==> config.mk <==
export PLATFORM = sky130hd
export DESIGN_NAME = stpq_cell
export DESIGN_NICKNAME = d
export VERILOG_FILES = /design/src/hw/rtl/stpq_pkg.sv /design/src/hw/rtl/stpq_cell.sv
export SDC_FILE = /design/constraint.sdc
export NUM_CORES = 1
export LEC_CHECK = 0
export BUFFER_PORTS_ARGS = -buffer_cell sky130_fd_sc_hd__buf_2
export CORE_AREA = 2 2 156 158
export CTS_BUF_LIST = sky130_fd_sc_hd__clkbuf_8
export DETAILED_ROUTE_END_ITERATION = 7
export DIE_AREA = 0 0 158 160
export GPL_ROUTABILITY_DRIVEN = 0
export GPL_TIMING_DRIVEN = 0
export SYNTH_ARGS = -nofsm -noshare
export SYNTH_HDL_FRONTEND = slang
export SYNTH_SLANG_ARGS = --single-unit
==> constraint.sdc <==
create_clock -name clock -period 11.2 [get_ports clock]
set_clock_uncertainty 0.2 [all_clocks]
set_input_delay 2.24 -clock clock [delete_from_list [all_inputs] [get_ports clock]]
set_output_delay 2.24 -clock clock [all_outputs]
set_load 0.02 [all_outputs]
==> src/hw/rtl/stpq_pkg.sv <==
package stpq_pkg;

   // Sizing of the queue
   localparam int CAPACITY    = 64;
   localparam int FIELD_WIDTH = 32;
   localparam int POS_W       = 6;
   localparam int COUNT_W     = $clog2(CAPACITY + 1);
   localparam int CMP_W       = (POS_W > COUNT_W) ? POS_W : COUNT_W;

   // Operation codes carried on req_kind
   typedef enum logic [1:0] {
      KIND_INSERT = 2'd0,
      KIND_REMOVE = 2'd1,
      KIND_READ   = 2'd2,
      KIND_CLEAR  = 2'd3
   } kind_type;

   // Status codes returned on rsp_status
   typedef enum logic [1:0] {
      STATUS_OK    = 2'd0,
      STATUS_FULL  = 2'd1,
      STATUS_EMPTY = 2'd2,
      STATUS_RANGE = 2'd3
   } status_type;

   // One stored entry
   typedef struct packed {
      logic signed [FIELD_WIDTH-1:0] key;
      logic signed [FIELD_WIDTH-1:0] payload_a;
      logic signed [FIELD_WIDTH-1:0] payload_b;
   } entry_type;

   // Broadcast from the top level to every cell
   typedef struct packed {
      logic               insert;
      logic               remove;
      logic [COUNT_W-1:0] count;
      entry_type          new_entry;
   } cell_ctrl_type;

endpackage

==> src/hw/rtl/stpq_cell.sv <==
module stpq_cell (
   input  logic                         clock,
   input  stpq_pkg::cell_ctrl_type      ctrl,
   input  logic [stpq_pkg::COUNT_W-1:0] cell_index,
   input  stpq_pkg::entry_type          left_entry,
   input  logic                         left_after,
   input  stpq_pkg::entry_type          right_entry,
   output stpq_pkg::entry_type          entry,
   output logic                         after
);

   stpq_pkg::entry_type entry_ff;
   stpq_pkg::entry_type entry_in;
   logic                occupied;

   // Entry is live below the count; it sorts after the new key when key >= new key
   assign occupied = cell_index < ctrl.count;
   assign after    = occupied && (entry_ff.key >= ctrl.new_entry.key);
   assign entry    = entry_ff;

   // Insert shifts the tail right by one, remove shifts everything left by one
   always_comb begin
      entry_in = entry_ff;
      if (ctrl.insert) begin
         if (left_after) begin
            entry_in = left_entry;
         end else if (after || (cell_index == ctrl.count)) begin
            entry_in = ctrl.new_entry;
         end
      end else if (ctrl.remove) begin
         entry_in = right_entry;
      end
   end

   always_ff @(posedge clock) begin
      entry_ff <= entry_in;
   end

endmodule

==> results.md, run 1 <==
- Measured in cells, the most critical reg-to-reg path has a length of 9.
- Setup repair after global routing left no endpoint under its margin.
- The first global-routing pass estimated 30.6 mm of wire.
- The cell area after synthesis is approximately 0.0059 mm^2.
- Summed over all nets, the switching power comes to about 0.33 mW.
- The number of hold buffers added after cts is 0.
- In this run the critical register-to-register path is captured at entry[26].
- After clock tree synthesis, the setup repair step added 0 buffers.
- The quantity of I/O buffers inserted on ports is 400.
- The insertion delay of the later-clocked pin in the worst-skew pair is approximately 0.38 ns.
- The flow ran to the end, and the final reports show no timing, DRC or antenna violations.
- Of the total power, the share spent switching nets is 0.337.
- During I/O placement, the number of pins put on the boundary was between 400 and 500.
- The residual overflow from global routing is 0.
- Summed over all nets, the half-perimeter wirelength after detailed placement is 17.4 mm.
- The signed area change from the synthesized netlist to the final layout is 45.5%.
- For the worst setup path, the data required time is 8.76 ns.
- The multi-input logic area is 0.00270 mm^2.
- For this run, the register share of the synthesized area comes to 0.493.
- The Yosys warning count is 0.
- The portion of total power attributed to sequential cells is 0.469.
- The worst hold path terminates at entry[86].
- The startpoint kind of the worst setup timing path is an input port.
- The DRC violations left is 0.
- The share of the clock period used by the worst path after layout is 0.594.
- The hold path startpoint is entry[95].
- The number of max-slew violations in the final report came to 0.
- The final critical-path required period is 6.65 ns.
- CTS built an H-tree with a depth of 3.
- Entering global routing, the biggest net connects 32 pins.
- The via count of the first global-routing pass is 5709.
- The total number of clock tree sinks is 96.
- The maximum count of clock buffers along a single path is 2.
- Using the TritonRoute via totals, the vias-per-cell ratio works out to 4.42.
- In this run the cell area measured after placement is 0.00834 mm^2.
- Dividing the synthesized area by the synthesized cell count gives 10.4 um^2.
- Of the total power, combinational logic draws 0.312.
- The relative slew slack is 0.436.
- The first detailed-routing pass ran for 4 iterations.
- The total track usage is 0.160.
- The number of unique standard cell types used by synthesis is 29.
- The leakage power figure is approximately 4.2 nW.
- The number of resized instances in the post-cts repair step is 0.
- The net count after synthesis is 905.
- At the pin with the least slew margin, the transition time is 0.846 ns.
- In the final design database the tool counted 1319 nets.
- The initialized floorplan defines 57 standard-cell rows.
- The largest fanout of any net on the critical path is 2.
- In this run, synthesis produced a sequential element count of 96.
- The worst vdd rail ir drop is 43.1 uV.
- The share of the core filled with cells in the final layout is 0.357.
- The total wire length is around 21 mm.
- CTS placed an instance of sky130_fd_sc_hd__clkbuf_8 at the clock tree root.
- The worst hold path passes through 4 cells.
- The initial utilization of the core area, before any placement, comes to 0.246.
- The finished cells cover approximately 0.0085 mm^2.
- The layout has 2550 filler cells.
- Measured along the x axis, the die boundary spans between 150 and 200 um.
- The worst register-to-register path has a setup slack of 7.70 ns.
- The final-report setup violation count is 0.
- The launch point of the worst reg-to-reg path is entry[65].
- The per-cell routed wire length is between 15 and 20 um.
- The hold violation count in the final report is 0.
- In this run the worst hold path is classified as reg2reg.
- The die area is 0.0253 mm^2.
- The number of instances in the synthesized netlist is between 500 and 600.
- In this run, CTS created clock tree buffers numbering 9.
- The number of vias after detailed routing is ~5800.
- For the worst setup path, the data arrival time is approximately 4.2 ns.
- The class of the most critical setup path is in2out.
- The register with the most flip-flops in the layout has 96 of them.
- After floorplanning, the core was sized to cover 0.0238 mm^2.
- The number of antenna violations at the first check in global routing is 2.
- The iteration-0 DRC count of the detailed router is ~240.
- The number of antenna-violating nets in the routed design is 0.
- The floorplan step set the die height to about 160 um.
- Summing all flip-flop and latch instances after layout gives 0.00288 mm^2.
- The clock network fraction of design power is 0.219.
- The proportion of layout cells with a drive suffix above 1 is 0.436.
- The clock tree from TritonCTS is done.
- The critical path capture point type is a primary output.
- For this design the ratio of total power to cell area is 117 mW/mm^2.
- The number of maximum-capacitance violations is 0.
- Clock-pin slew was measured on the worst setup and hold paths at around 0.11 ns.
- The internal power summed over all cells is 0.657 mW.
- Timing would allow up to 0.150 GHz.
## metal layers
metal | vias to the layer above | track usage | part of all wire
li1 | 2862 | - | -
met1 | 2636 | 0.187 | 0.41
met2 | 252 | 0.288 | 0.50
met3 | 16 | 0.0402 | 0.077
met4 | 0 | 0.0467 | 0.011
met5 | - | 0 | 0
## cells by family (layout without fill, tap and decap cells)
group	Yosys count	in the layout	synth area share
adders and majority gates	39	39	0.0834
buffers and inverters	73	492	0.0485
AOI/OAI and AO/OA	132	132	0.120
DFF	96	96	0.493
other	0	3	0
muxes	98	98	0.168
and+or+nand+nor	122	122	0.0879
## per-stage QoR
step	TNS (ns)	setup WS [ns]	hold WS, ns	power (mW)	cells
floorplan	0	2.28	2.27	0.647	560
global placement	-17.43	-0.190	2.36	0.785	1284
detailed placement	0	4.56	1.18	0.786	1287
CTS	0	4.55	1.19	1.01	1303
global route	0	4.36	1.33	1.05	1304
finish	0	4.55	1.17	0.992	1306
## power by group through the flow
stage | sequential, mW | clock, mW | combinational (mW)
6_report | 0.465 | 0.218 | 0.309
4_1_cts | 0.466 | 0.230 | 0.313
2_1_floorplan | 0.535 | 0 | 0.112
3_3_place_gp | 0.483 | 0 | 0.302
3_5_place_dp | 0.474 | 0 | 0.312
5_1_grt | 0.469 | 0.244 | 0.339
## how the worst max path moves through the flow
stage,startpoint,to,cells after the start,slack [ns]
after floorplan,ctrl[73],entry[0],8,2.28
after global placement,ctrl[78],entry[26],7,-0.19
after detailed placement,ctrl[65],after,10,4.56
after CTS,ctrl[65],after,10,4.55
after global routing,ctrl[65],after,10,4.36
final,ctrl[65],after,10,4.55
## layout by cell type (no fill, tap or decap), types with 3 or more instances in the layout
master	instances
sky130_fd_sc_hd__nand2_1	4
sky130_fd_sc_hd__inv_6	3
sky130_fd_sc_hd__nor2b_1	4
sky130_fd_sc_hd__diode_2	3
sky130_fd_sc_hd__a211oi_1	3
sky130_fd_sc_hd__inv_1	41
sky130_fd_sc_hd__buf_2	408
sky130_fd_sc_hd__clkbuf_8	9
sky130_fd_sc_hd__nor2_1	96
sky130_fd_sc_hd__a21o_1	5
sky130_fd_sc_hd__edfxtp_1	96
sky130_fd_sc_hd__nand4_1	9
sky130_fd_sc_hd__clkbuf_1	25
sky130_fd_sc_hd__mux2i_1	97
sky130_fd_sc_hd__a21oi_1	112
sky130_fd_sc_hd__ha_1	39
## synth_stat cells
master / instances / area, um^2
sky130_fd_sc_hd__a2111oi_0: 1 / 8.76
sky130_fd_sc_hd__a211oi_1: 3 / 22.5
sky130_fd_sc_hd__a21boi_1: 1 / 7.51
sky130_fd_sc_hd__a21o_1: 5 / 37.5
sky130_fd_sc_hd__a21oi_1: 113 / 566
sky130_fd_sc_hd__buf_2: 8 / 40.0
sky130_fd_sc_hd__clkbuf_1: 25 / 93.8
sky130_fd_sc_hd__edfxtp_1: 96 / 2880
sky130_fd_sc_hd__ha_1: 39 / 488
sky130_fd_sc_hd__inv_1: 40 / 150
sky130_fd_sc_hd__mux2_1: 1 / 11.3
sky130_fd_sc_hd__mux2i_1: 97 / 971
sky130_fd_sc_hd__nand2_1: 4 / 15.0
sky130_fd_sc_hd__nand2b_1: 1 / 6.26
sky130_fd_sc_hd__nand3_1: 2 / 10.0
sky130_fd_sc_hd__nand3_2: 1 / 10.0
sky130_fd_sc_hd__nand4_1: 9 / 56.3
sky130_fd_sc_hd__nor2_1: 96 / 360
sky130_fd_sc_hd__nor2b_1: 4 / 25.0
sky130_fd_sc_hd__nor3_1: 1 / 5.00
sky130_fd_sc_hd__nor4_1: 2 / 12.5
sky130_fd_sc_hd__o211ai_1: 1 / 7.51
sky130_fd_sc_hd__o21a_1: 2 / 15.0
sky130_fd_sc_hd__o21ai_0: 2 / 10.0
sky130_fd_sc_hd__o21ai_1: 2 / 10.0
sky130_fd_sc_hd__o221ai_1: 1 / 8.76
sky130_fd_sc_hd__o22ai_1: 1 / 6.26
sky130_fd_sc_hd__or2_0: 1 / 6.26
sky130_fd_sc_hd__or4_1: 1 / 7.51
## cell type report
cell class	count	share of cell area
antenna	3	0.000882
buffer	33	0.0157
clock buffer	9	0.0145
clock inverter	7	0.00544
inverter	40	0.0176
multi-input combinational	391	0.317
sequential	96	0.339
tap	324	0.0476
timing repair buffer	403	0.243
## worst max-delay path: stages
cell and delay, ns:
sky130_fd_sc_hd__buf_2 0.09, sky130_fd_sc_hd__inv_1 0.04, sky130_fd_sc_hd__ha_1 0.29, sky130_fd_sc_hd__nor2b_1 0.13
sky130_fd_sc_hd__o211ai_1 0.19, sky130_fd_sc_hd__a2111oi_0 0.14, sky130_fd_sc_hd__or4_1 0.47, sky130_fd_sc_hd__mux2i_1 0.32
sky130_fd_sc_hd__a21boi_1 0.10, sky130_fd_sc_hd__buf_2 0.18
(Power assumes the default switching activity.)
==> run 2: changes to the inputs <==
--- a/config.mk
+++ b/config.mk
@@ -5,6 +5,7 @@
 export SDC_FILE = /design/constraint.sdc
 export NUM_CORES = 1
 export LEC_CHECK = 0
+export ABC_AREA = 1
 export BUFFER_PORTS_ARGS = -buffer_cell sky130_fd_sc_hd__buf_2
 export CORE_AREA = 2 2 156 158
 export CTS_BUF_LIST = sky130_fd_sc_hd__clkbuf_8
==> constraint.sdc (replaced) <==
create_clock -name clock -period 6.5 [get_ports clock]
set_clock_uncertainty 0.2 [all_clocks]
set_input_delay 1.3 -clock clock [delete_from_list [all_inputs] [get_ports clock]]
set_output_delay 1.3 -clock clock [all_outputs]
set_load 0.02 [all_outputs]
==> results.md, run 2 <==
- The final critical-path required period is 4.47 ns.
- The total wire length is 24.1 mm (+14%).
- The cell area after synthesis is 0.00585 mm^2 (about the same).
- The number of synthesized register bits is 96 (unchanged).
- The largest area contributor in the netlist is sky130_fd_sc_hd__edfxtp_1.
- The relative slew slack is 0.432 (-0.00457).
- The share of synthesized registers carrying an async set or reset was 0 (unchanged).
- The number of buffers inserted by post-CTS setup repair came to 0 (unchanged).
- The vertical die dimension came to 160 um (unchanged).
- The top cell type's share of synthesized area was 0.493 (about the same).
- In the finished design, the share of the clock period the worst path needs comes to 0.688.
- The power per cell area is 204 mW/mm^2 (+75%).
- The number of unique standard cell types used by synthesis is 25 (-14%).
- The net count after synthesis is 1040 (+15%).
- The via count of the first global-routing pass was 6525 (+14%).
- The largest fanout of any net on the critical path was 2 (unchanged).
- The root buffer cell chosen for the clock tree is sky130_fd_sc_hd__clkbuf_8.
- The total power draw is 1.74 mW (+75%).
- The Yosys warning count was 0 (unchanged).
- The number of nets in the final layout is 1454 (+10%).
- Setup repair after global routing left no endpoint under its margin.
- The library cells used most frequently in the layout, excluding fill and tap cells, are sky130_fd_sc_hd__buf_2, sky130_fd_sc_hd__nand2_1, sky130_fd_sc_hd__nor2_1, sky130_fd_sc_hd__o21ai_0, sky130_fd_sc_hd__o21ai_1.
- The per-cell routed wire length was 16.8 um (+3.1%).
- The worst hold endpoint is entry[53].
- The starting utilization of the core area came to 0.246 (about the same).
- The standard cell core area is 0.0238 mm^2 (unchanged).
- The number of antenna violations at the first check in global routing is 4 (+2).
- The setup slack of the worst register-to-register path came to 3.04 ns (-4.66 ns).
- The placed instance count is 1422 (+10%).
- The pin count of the biggest net entering global routing was 30 (-6.3%).
- The number of rows created at floorplan was 57 (unchanged).
- The quantity of I/O buffers inserted on ports is 400 (unchanged).
- TritonCTS built the clock tree.
- The dominant synthesized flop cell is sky130_fd_sc_hd__edfxtp_1.
- The filler-free cell count of the finished design is 1439 (+10%).
- The number of flops mapped to enable cells by yosys is 96 (unchanged).
- The number of hold buffers added after cts is 0 (unchanged).
- In this run the critical register-to-register path is launched from entry[91].
- The setup path with the least slack is of type in2out.
- The number of max-slew violations in the final report is 0 (unchanged).
- The number of instances in the synthesized netlist is 695 (+24%).
- The number of cells on the worst reg-to-reg path is 13 (+4).
- The number of vias after detailed routing is 6469 (+12%).
- The total number of clock tree sinks is 96 (unchanged).
- The residual overflow from global routing is 0 (unchanged).
- The hold-critical path depth came to 3 (-1).
- The arrival time at the worst endpoint was 2.97 ns (-1.24 ns).
- The post-synthesis area per instance is 8.42 um^2 (-19%).
- In this run the worst hold path is classified as in2reg.
- The horizontal die dimension is 158 um (unchanged).
- The worst setup path is launched from an input port.
- The total clock buffers created by CTS is 9 (unchanged).
- The post-layout worst setup margin is 2.03 ns (-2.53 ns).
- The number of resized instances in the post-cts repair step came to 0 (unchanged).
- Among all cell types in the netlist, the one instantiated most often is sky130_fd_sc_hd__nand2_1.
- The proportion of layout cells with a drive suffix above 1 is 0.399 (-0.0367).
- The fmax is 0.224 GHz.
- The detail-routed via count per cell is 4.50 (+1.8%).
- The hold violation count in the final report was 0 (unchanged).
- The hold slack is 0.999 ns (-0.175 ns).
- The number of I/O pins is 403 (unchanged).
- The run finished with clean final reports.
- The iteration-0 DRC count of the detailed router is 361 (+50%).
- The DRC violations left was 0 (unchanged).
- The transition time of the tightest slew-check pin was 0.851 ns (+0.00496 ns).
- The library cell used most frequently in the layout, excluding fill and tap cells, is sky130_fd_sc_hd__buf_2.
- The first-pass GRT wire length is 35.4 mm (+16%).
- The hold path startpoint is right_entry[53].
- The leakage power figure is 4.16 nW (-1.1%).
- The share of the yosys chip area belonging to registers is 0.493 (about the same).
- Ranked by total cell area, the synthesized netlist is headed by sky130_fd_sc_hd__edfxtp_1, sky130_fd_sc_hd__o21ai_0, sky130_fd_sc_hd__ha_1.
- The number of maximum-capacitance violations is 0 (unchanged).
- The die area was 0.0253 mm^2 (unchanged).
- The maximum count of clock buffers along a single path is 2 (unchanged).
- The total track usage is 0.185 (+0.0251).
- The worst vdd rail ir drop is 83.6 uV (+94%).
- The final-report setup violation count is 0 (unchanged).
- Ranked by instance count, the synthesized netlist is headed by sky130_fd_sc_hd__nand2_1, sky130_fd_sc_hd__nor2_1, sky130_fd_sc_hd__o21ai_0, sky130_fd_sc_hd__o21ai_1, sky130_fd_sc_hd__edfxtp_1.
- The half-perimeter wire length after detailed placement is 19.7 mm (+13%).
- The worst setup path is captured at a primary output.
- The number of search-and-repair iterations in the first detailed-routing pass is 5 (+1).
- The critical path required time was 5.00 ns (-3.76 ns).
- The number of antenna-violating nets in the routed design is 0 (unchanged).
- The signed area change from the synthesized netlist to the final layout is 45.8%.
- The reg-to-reg endpoint is entry[43].
- The number of flip-flops in the largest register is 96 (unchanged).
- The insertion delay of the later-clocked pin in the worst-skew pair is 0.37 ns (about the same).
- The setup slack after placement is 1.94 ns (-2.63 ns).
- The maximum level of the CTS H-tree is 3 (unchanged).
- The post-CTS clock slew at the launch and capture registers of the worst setup and hold paths came to 0.11 ns (about the same).
run 2: layout make-up:
type	instances	area [um^2]
Antenna cell	1	2.50
Buffer	42	176
Clock buffer	9	124
Clock inverter	7	71.3
Fill cell	2596	15300
Inverter	51	191
Multi-Input combinational cell	506	2610
Sequential cell	96	2880
Tap cell	324	405
Timing Repair Buffer	403	2070
run 2: how the worst max path moves through the flow:
stage / to / cells past startpoint / startpoint / slack [ns]
CTS: after / 14 / ctrl[95] / 1.97
floorplan: entry[0] / 12 / ctrl[95] / 0.66
global route: after / 14 / ctrl[95] / 1.84
global placement: entry[30] / 13 / ctrl[91] / -1.27
detailed placement: entry[39] / 15 / ctrl[95] / 1.94
finish: after / 14 / ctrl[91] / 2.03
run 2: cells by family after synthesis:
logic type / share of synthesized area
AOI/OAI and AO/OA: 0.194
and+or+nand+nor: 0.166
DFF: 0.493
adders and majority gates: 0.0834
buffers and inverters: 0.0629
run 2: per-stage QoR:
stage,area [um^2],TNS [ns],utilization
2_1_floorplan,5850,0,-
4_1_cts,8530,0,0.358
6_report,8530,0,0.358
5_1_grt,8530,0,0.358
3_3_place_gp,8260,-121.30,0.347
3_5_place_dp,8330,0,0.350
run 2: routing by layer:
metal,vias up,global-route usage,share of wire
met4,6,0.0401,0.014
met5,-,0,0.0013
li1,3203,-,-
met3,24,0.0507,0.078
met2,294,0.340,0.51
met1,2942,0.213,0.40
run 2: critical path: stages:
cell                      delay, ns
sky130_fd_sc_hd__buf_2         0.09
sky130_fd_sc_hd__inv_1         0.04
sky130_fd_sc_hd__ha_1          0.29
sky130_fd_sc_hd__nand2_1       0.07
sky130_fd_sc_hd__nor2_1        0.20
sky130_fd_sc_hd__nand2_2       0.09
sky130_fd_sc_hd__nor3b_2       0.27
sky130_fd_sc_hd__nand2_1       0.12
sky130_fd_sc_hd__nand2_1       0.07
sky130_fd_sc_hd__nand2_1       0.05
sky130_fd_sc_hd__nand3_2       0.08
sky130_fd_sc_hd__nand2_2       0.08
sky130_fd_sc_hd__inv_1         0.06
sky130_fd_sc_hd__buf_2         0.16
run 2: power breakdown:
part           internal, mW  total, mW  switching [mW]
logic                 0.201      0.528           0.326
registers             0.774      0.799          0.0254
clock network         0.179      0.412           0.233
